### config.mk
export PLATFORM = sky130hd
export DESIGN_NAME = halton_radical_inverse_top
export DESIGN_NICKNAME = d
export VERILOG_FILES = /design/src/rtl/hri_pkg.sv /design/src/rtl/hri_cell.sv /design/src/rtl/halton_radical_inverse_top.sv
export SDC_FILE = /design/constraint.sdc
export NUM_CORES = 1
export LEC_CHECK = 0
export BUFFER_PORTS_ARGS = -buffer_cell sky130_fd_sc_hd__buf_2
export CORE_ASPECT_RATIO = 0.9
export CORE_UTILIZATION = 64
export CTS_BUF_LIST = sky130_fd_sc_hd__clkbuf_2 sky130_fd_sc_hd__clkbuf_4 sky130_fd_sc_hd__clkbuf_8
export CTS_CLUSTER_DIAMETER = 30
export DETAILED_ROUTE_END_ITERATION = 8
export PLACE_DENSITY = 0.89
export SYNTH_ARGS = -nofsm -noshare
export SYNTH_HDL_FRONTEND = slang
export SYNTH_SLANG_ARGS = --single-unit
export TNS_END_PERCENT = 20
### constraint.sdc
create_clock -name clk -period 3.9 [get_ports clk]
set_input_delay 0.39 -clock clk [delete_from_list [all_inputs] [get_ports clk]]
set_output_delay 0.39 -clock clk [all_outputs]
set_load 0.01 [all_outputs]
### src/rtl/hri_pkg.sv
`timescale 1ns / 1ps
// ----------------------------------------------------------------------------
// hri_pkg
// Shared constants and types for the Halton radical inverse block.
// ----------------------------------------------------------------------------
package hri_pkg;

  localparam int INDEX_BITS_DEF    = 16;
  localparam int FRACTION_BITS_DEF = 24;
  localparam int BASE_W            = 5;
  localparam int MIN_BASE          = 2;

  // One doubling step travelling between neighbouring cells.
  typedef struct packed {
    logic v;
    logic c;
  } hri_link_t;

  typedef enum logic [1:0] {
    ST_IDLE,
    ST_UP,
    ST_DOWN
  } hri_state_t;

endpackage

### src/rtl/hri_cell.sv
`timescale 1ns / 1ps
// ----------------------------------------------------------------------------
// hri_cell
// One base-b digit of the conversion row, doubled with carry in each step.
// ----------------------------------------------------------------------------
module hri_cell (
  input  logic                      clk,
  input  logic                      rst_n,
  input  logic                      clr,
  input  logic [hri_pkg::BASE_W-1:0] base,
  input  hri_pkg::hri_link_t        up_in,
  output hri_pkg::hri_link_t        up_out,
  input  hri_pkg::hri_link_t        dn_in,
  output hri_pkg::hri_link_t        dn_out
);
  import hri_pkg::*;

  logic [BASE_W-1:0] digit_r, digit_nxt;
  logic [BASE_W:0]   dbl;
  logic [BASE_W:0]   red;
  logic              act;
  logic              cin;
  logic              carry;
  hri_link_t         up_out_r, dn_out_r;

  // A step arrives from at most one side at a time.
  always_comb begin
    act   = up_in.v | dn_in.v;
    cin   = up_in.v ? up_in.c : dn_in.c;
    dbl   = {digit_r, 1'b0} + (BASE_W + 1)'(cin);
    carry = 1'b0;
    red   = dbl;
    if (dbl >= {1'b0, base}) begin
      carry = 1'b1;
      red   = dbl - {1'b0, base};
    end
    if (clr) begin
      digit_nxt = '0;
    end else if (act) begin
      digit_nxt = red[BASE_W-1:0];
    end else begin
      digit_nxt = digit_r;
    end
  end

  always_ff @(posedge clk) begin
    digit_r <= digit_nxt;
  end

  always_ff @(posedge clk) begin
    if (!rst_n) begin
      up_out_r <= '0;
      dn_out_r <= '0;
    end else begin
      up_out_r.v <= up_in.v;
      up_out_r.c <= up_in.v & carry;
      dn_out_r.v <= dn_in.v;
      dn_out_r.c <= dn_in.v & carry;
    end
  end

  assign up_out = up_out_r;
  assign dn_out = dn_out_r;

endmodule

### src/rtl/halton_radical_inverse_top.sv
`timescale 1ns / 1ps
// ----------------------------------------------------------------------------
// halton_radical_inverse_top
// Halton radical inverse of an index in a given base, as a signed fixed-point
// fraction, optionally centred by subtracting one half.
// ----------------------------------------------------------------------------
// Timing: out_strobe rises in the same cycle that busy falls.
// A new item is taken only once busy has fallen, after the doubling steps
// of both phases have travelled through the row of INDEX_BITS digit cells.
// Reset: synchronous, active low; the block comes out idle with no result pending.
// The receiver cannot stall: out_strobe marks each result for one cycle only.
module halton_radical_inverse_top #(
  parameter int INDEX_BITS    = hri_pkg::INDEX_BITS_DEF,
  parameter int FRACTION_BITS = hri_pkg::FRACTION_BITS_DEF
) (
  input  logic                       clk,
  input  logic                       rst_n,
  input  logic                       start,
  output logic                       busy,
  input  logic                       in_mode,
  input  logic [hri_pkg::BASE_W-1:0] in_base,
  input  logic [INDEX_BITS-1:0]      in_index,
  output logic                       out_strobe,
  output logic signed [FRACTION_BITS:0] out_value
);
  import hri_pkg::*;

  // The row needs one cell per binary digit, since base two has the most digits.
  localparam int NCELL   = INDEX_BITS;
  localparam int UP_LAST = INDEX_BITS + NCELL - 1;
  localparam int DN_LAST = FRACTION_BITS + NCELL - 1;
  localparam int CNT_MAX = (UP_LAST > DN_LAST) ? UP_LAST : DN_LAST;
  localparam int CNT_W   = $clog2(CNT_MAX + 1);

  // How it works. The row of cells holds the index as base-b digits, cell 0
  // being the least significant. In the up phase the index bits are fed into
  // cell 0 most significant first; each step doubles the digit string and
  // adds the bit, with carries travelling upwards one cell per cycle, so
  // successive steps follow one another in a skewed wave.
  //
  // Read the other way round the same digits are the base-b fraction of the
  // radical inverse, cell 0 holding its first digit. In the down phase the
  // fraction is doubled FRACTION_BITS times, carries travelling from the top
  // cell towards cell 0, and the carry out of cell 0 is the next binary digit
  // of the result. Doubling is exact, so the bits are the truncated value.

  hri_state_t            state_r, state_nxt;
  logic [CNT_W-1:0]      cnt_r, cnt_nxt;
  logic [INDEX_BITS-1:0] idx_r, idx_nxt;
  logic [BASE_W-1:0]     base_r, base_nxt;
  logic                  mode_r, mode_nxt;
  logic [FRACTION_BITS-1:0] q_r, q_nxt;
  logic                  out_strobe_r, out_strobe_nxt;
  logic signed [FRACTION_BITS:0] out_value_r, out_value_nxt;
  logic                  clr;
  hri_link_t             up_inj, dn_inj;
  hri_link_t             up_l [0:NCELL];
  hri_link_t             dn_l [0:NCELL];

  assign up_l[0]     = up_inj;
  assign dn_l[NCELL] = dn_inj;

  for (genvar k = 0; k < NCELL; k++) begin : g_cell
    hri_cell u_cell (
      .clk    (clk),
      .rst_n  (rst_n),
      .clr    (clr),
      .base   (base_r),
      .up_in  (up_l[k]),
      .up_out (up_l[k+1]),
      .dn_in  (dn_l[k+1]),
      .dn_out (dn_l[k])
    );
  end

  always_comb begin
    state_nxt      = state_r;
    cnt_nxt        = cnt_r;
    idx_nxt        = idx_r;
    base_nxt       = base_r;
    mode_nxt       = mode_r;
    up_inj         = '0;
    dn_inj         = '0;
    clr            = 1'b0;
    out_strobe_nxt = 1'b0;
    out_value_nxt  = out_value_r;
    // Result bits leave cell 0 most significant first.
    q_nxt = dn_l[0].v ? {q_r[FRACTION_BITS-2:0], dn_l[0].c} : q_r;

    case (state_r)
      ST_IDLE: begin
        if (start) begin
          clr       = 1'b1;
          state_nxt = ST_UP;
          cnt_nxt   = '0;
          idx_nxt   = in_index;
          mode_nxt  = in_mode;
          // A base below two is taken as two.
          base_nxt  = (in_base < BASE_W'(MIN_BASE)) ? BASE_W'(MIN_BASE) : in_base;
        end
      end
      ST_UP: begin
        if (cnt_r < CNT_W'(INDEX_BITS)) begin
          up_inj.v = 1'b1;
          up_inj.c = idx_r[INDEX_BITS-1];
          idx_nxt  = {idx_r[INDEX_BITS-2:0], 1'b0};
        end
        // The last index step leaving the top cell ends the up phase.
        if (up_l[NCELL].v && (cnt_r == CNT_W'(UP_LAST))) begin
          state_nxt = ST_DOWN;
          cnt_nxt   = '0;
        end else begin
          cnt_nxt = cnt_r + 1'b1;
        end
      end
      ST_DOWN: begin
        if (cnt_r < CNT_W'(FRACTION_BITS)) begin
          dn_inj.v = 1'b1;
        end
        if (cnt_r == CNT_W'(DN_LAST)) begin
          state_nxt      = ST_IDLE;
          out_strobe_nxt = 1'b1;
          out_value_nxt  = $signed({1'b0, q_nxt}
                           - ((FRACTION_BITS + 1)'(mode_r) << (FRACTION_BITS - 1)));
        end else begin
          cnt_nxt = cnt_r + 1'b1;
        end
      end
      default: begin
        state_nxt = ST_IDLE;
      end
    endcase
  end

  always_ff @(posedge clk) begin
    if (!rst_n) begin
      state_r      <= ST_IDLE;
      cnt_r        <= '0;
      out_strobe_r <= 1'b0;
    end else begin
      state_r      <= state_nxt;
      cnt_r        <= cnt_nxt;
      out_strobe_r <= out_strobe_nxt;
    end
  end

  always_ff @(posedge clk) begin
    idx_r       <= idx_nxt;
    base_r      <= base_nxt;
    mode_r      <= mode_nxt;
    q_r         <= q_nxt;
    out_value_r <= out_value_nxt;
  end

  assign busy       = (state_r != ST_IDLE);
  assign out_strobe = out_strobe_r;
  assign out_value  = out_value_r;

endmodule

==> results.toml <==
[clocking]
cts.sinks = 223
postCtsResizedCells = 0
ctsLongestPathBuffers = 3
clkLatencyLatePin_ns = 0.56
cts_hold_buf = 1
cts_tree = "done"
root_buffer = "clkbuf_8"
cts.htree.levels = 2
clk_pin_slew_ns = 0.07
numCtsBuffers = 45
cts_setup_buffers = 0

[yosys]
syn_area_per_cell_um2 = 10.3
synth.yosys.warnings = 0
syn-cell-area_um2 = 11500
synth_cells = 1110
ys_async_sr_fraction_pct = 0
ys_types = 57
synth_flop_cell = "dfxtp_1"
ys_seq_elements = 223
ys_seq_area_share_pct = 43.0
synth_edf_count = 47
syn-num-nets = 1238

[status]
status = "finished, final reports clean"

[worst_setup_path]
rr_startpoint = "base_r[1]"
worst-setup-path-type = "reg2reg"
critPathMaxFanout = 16
end_kind = "register"
crit_path_start = "base_r[1]"
reg2regPathDepth = 7
r2r_slack_ns = 0.78
arrival_ns = 3.56
critical_path_required_ns = 4.34
start_kind = "register"
reg2reg_to = "g_cell[9].u_cell.digit_r[3]"
cp-endpoint = "g_cell[9].u_cell.digit_r[3]"

[power]
finalPower_mw = 6.85
power.density_nw_per_um2 = 524
power.leakage_nw = 5.12
ir_drop_mv = 0.254

[die]
fp.dieH_um = 129
die_area_um2 = 18500
dieWidth_um = 143
rows = 46
core_um2 = 17600
pin_count = 52
start_util_pct = 65.2

[finish]
layoutNonFillerInstCount = 1453
final_common_cell = "dfxtp_1"
num_antenna_cells = 0
area_growth_pct = 13.8
regArea_um2 = 4930
multi_input_area_um2 = 6240
drive_gt1_share_pct = 18.1
nets = 1306
fin_area_um2 = 13100
final_cell_mix = "dfxtp_1 (176), ha_1 (87), a21oi_1 (73)"
post-route-util_pct = 74.2
fillCellCount = 1102

[placed_design]
placed_cells = 1370
dpl_cell_area_um2 = 12000
port_buffers = 51
place_hpwl_mm = 16.5
place.gp.congestion = 0.873

[drt]
drc = 0
wl_per_cell_um = 18.4
finalWirelength_mm = 26.8
first_pass_iters = 5
drtIter0Drc = 731
ant_nets = 0
avgViaCountPerCell = 6.20
num_vias = 9013

[global_route]
first_global_vias = 9078
grt.overflow.total = 0
gr-usage-all-layers_pct = 29.8
grt_max_degree = 86
grt_antenna_before_repair = 0
grt_pass1_wl_mm = 44.1

[sta]
finalHoldViolCount = 0
fin_crit_sh_pct = 80.0
period_minus_slack_ns = 3.12
rsz0062_at_grt = "no"
slew_headroom_pct = 29.5
final.setup_skew_ns = 0.0213
drv_slew = 0
fmax_mhz = 321
fin_tns_setup_ns = 0
worstMarginPinSlew_ns = 1.06
finalSetupViolations = 0

[worst_hold_path]
hold_class = "in2reg"

[run]
maxCapViolations = 0
[power by group]
group / internal (mW) / total (mW) / switching (mW)
combinational: 0.519 / 1.33 / 0.808
sequential: 2.52 / 2.61 / 0.0857
clock: 1.80 / 2.91 / 1.11
total: 4.84 / 6.85 / 2.01
[critical path, stage by stage (launching register included)]
cell and delay [ns]:
edfxtp_1 0.39, inv_1 0.69, ha_1 0.37, and3_1 0.15
a311oi_1 0.43, nor2b_1 0.60, mux2i_1 0.26, a21oi_1 0.09
[synth_stat cells, drive strengths merged, types with 3 or more instances]
cell type / instances / area, um^2
dfxtp: 176 / 3520
ha: 87 / 1090
a21oi: 73 / 365
o21ai: 66 / 330
nor2: 63 / 236
nand2: 60 / 225
mux2i: 53 / 531
edfxtp: 47 / 1410
nor2b: 45 / 289
mux2: 39 / 439
inv: 38 / 143
and2: 36 / 229
clkbuf: 36 / 135
nand3: 30 / 150
a2111oi: 27 / 424
o311ai: 26 / 228
or2: 19 / 119
nand2b: 18 / 113
fa: 16 / 320
xor2: 16 / 140
nand4: 15 / 93.8
xnor2: 15 / 131
nor3: 14 / 70.1
and4: 10 / 87.6
or4: 10 / 75.1
and3: 7 / 43.8
o21a: 7 / 52.6
o31a: 7 / 61.3
buf: 6 / 36.3
nand3b: 6 / 45.0
a221oi: 5 / 43.8
a311oi: 5 / 43.8
a21o: 4 / 30.0
a221o: 3 / 30.0
a31oi: 3 / 18.8
o211ai: 3 / 22.5
o31ai: 3 / 22.5
[cells by family after synthesis]
kind of cell               after synthesis  share of synthesized area (%)
and+or+nand+nor                        339                           15.9
xor gates and xnor gates                31                           2.36
muxes                                   92                           8.44
adders and majority gates              103                           12.3
AOI/OAI and AO/OA                      242                           15.4
buffers and inverters                   80                           2.73
DFF                                    223                           43.0
[per-stage QoR]
step | hold slack, ns | setup slack (ns)
2_1_floorplan | 0.430 | 0.792
4_1_cts | 0.0327 | 0.837
3_3_place_gp | 0.443 | 1.02
3_5_place_dp | 0.454 | 0.927
6_report | 0.0559 | 0.780
5_1_grt | 0.0380 | 0.614
[per-layer routing]
layer | GRT usage (%) | part of all wire, %
met5 | 0 | 0
met4 | 12.1 | 2.5
met3 | 6.39 | 6.7
met2 | 51.7 | 49
met1 | 36.1 | 42
[flip-flops by register name, summed over array words and instances, names as in the netlist]
register and cells:
g_cell.u_cell.digit_r 80, g_cell.u_cell.dn_out 32, g_cell.u_cell.up_out 31, out_value 25, q_r 24, idx_r 16
cnt_r 6, base_r 5, state_r 2, mode_r 1, out_strobe 1
[area by class of cell]
class                           instances  share of cell area [%]
Multi-Input combinational cell        807                    47.7
Sequential cell                       223                    37.7
Clock buffer                           55                    5.60
Clock inverter                         27                    2.86
Timing Repair Buffer                   63                    2.66
Tap cell                              240                    2.30
Inverter                               38                    1.09
[worst min-delay path by stage]
stage / start / endpoint / depth (start not counted)
after floorplan: q_r[23] / q_r[23] / 2
after global placement: g_cell[0].u_cell.digit_r[4] / g_cell[0].u_cell.digit_r[4] / 2
after detailed placement: g_cell[0].u_cell.digit_r[4] / g_cell[0].u_cell.digit_r[4] / 2
after CTS: in_base[2] / base_r[2] / 1
after global routing: in_base[2] / base_r[2] / 1
final: in_base[2] / base_r[2] / 1
Note: power is estimated with default switching activity, not from simulation.
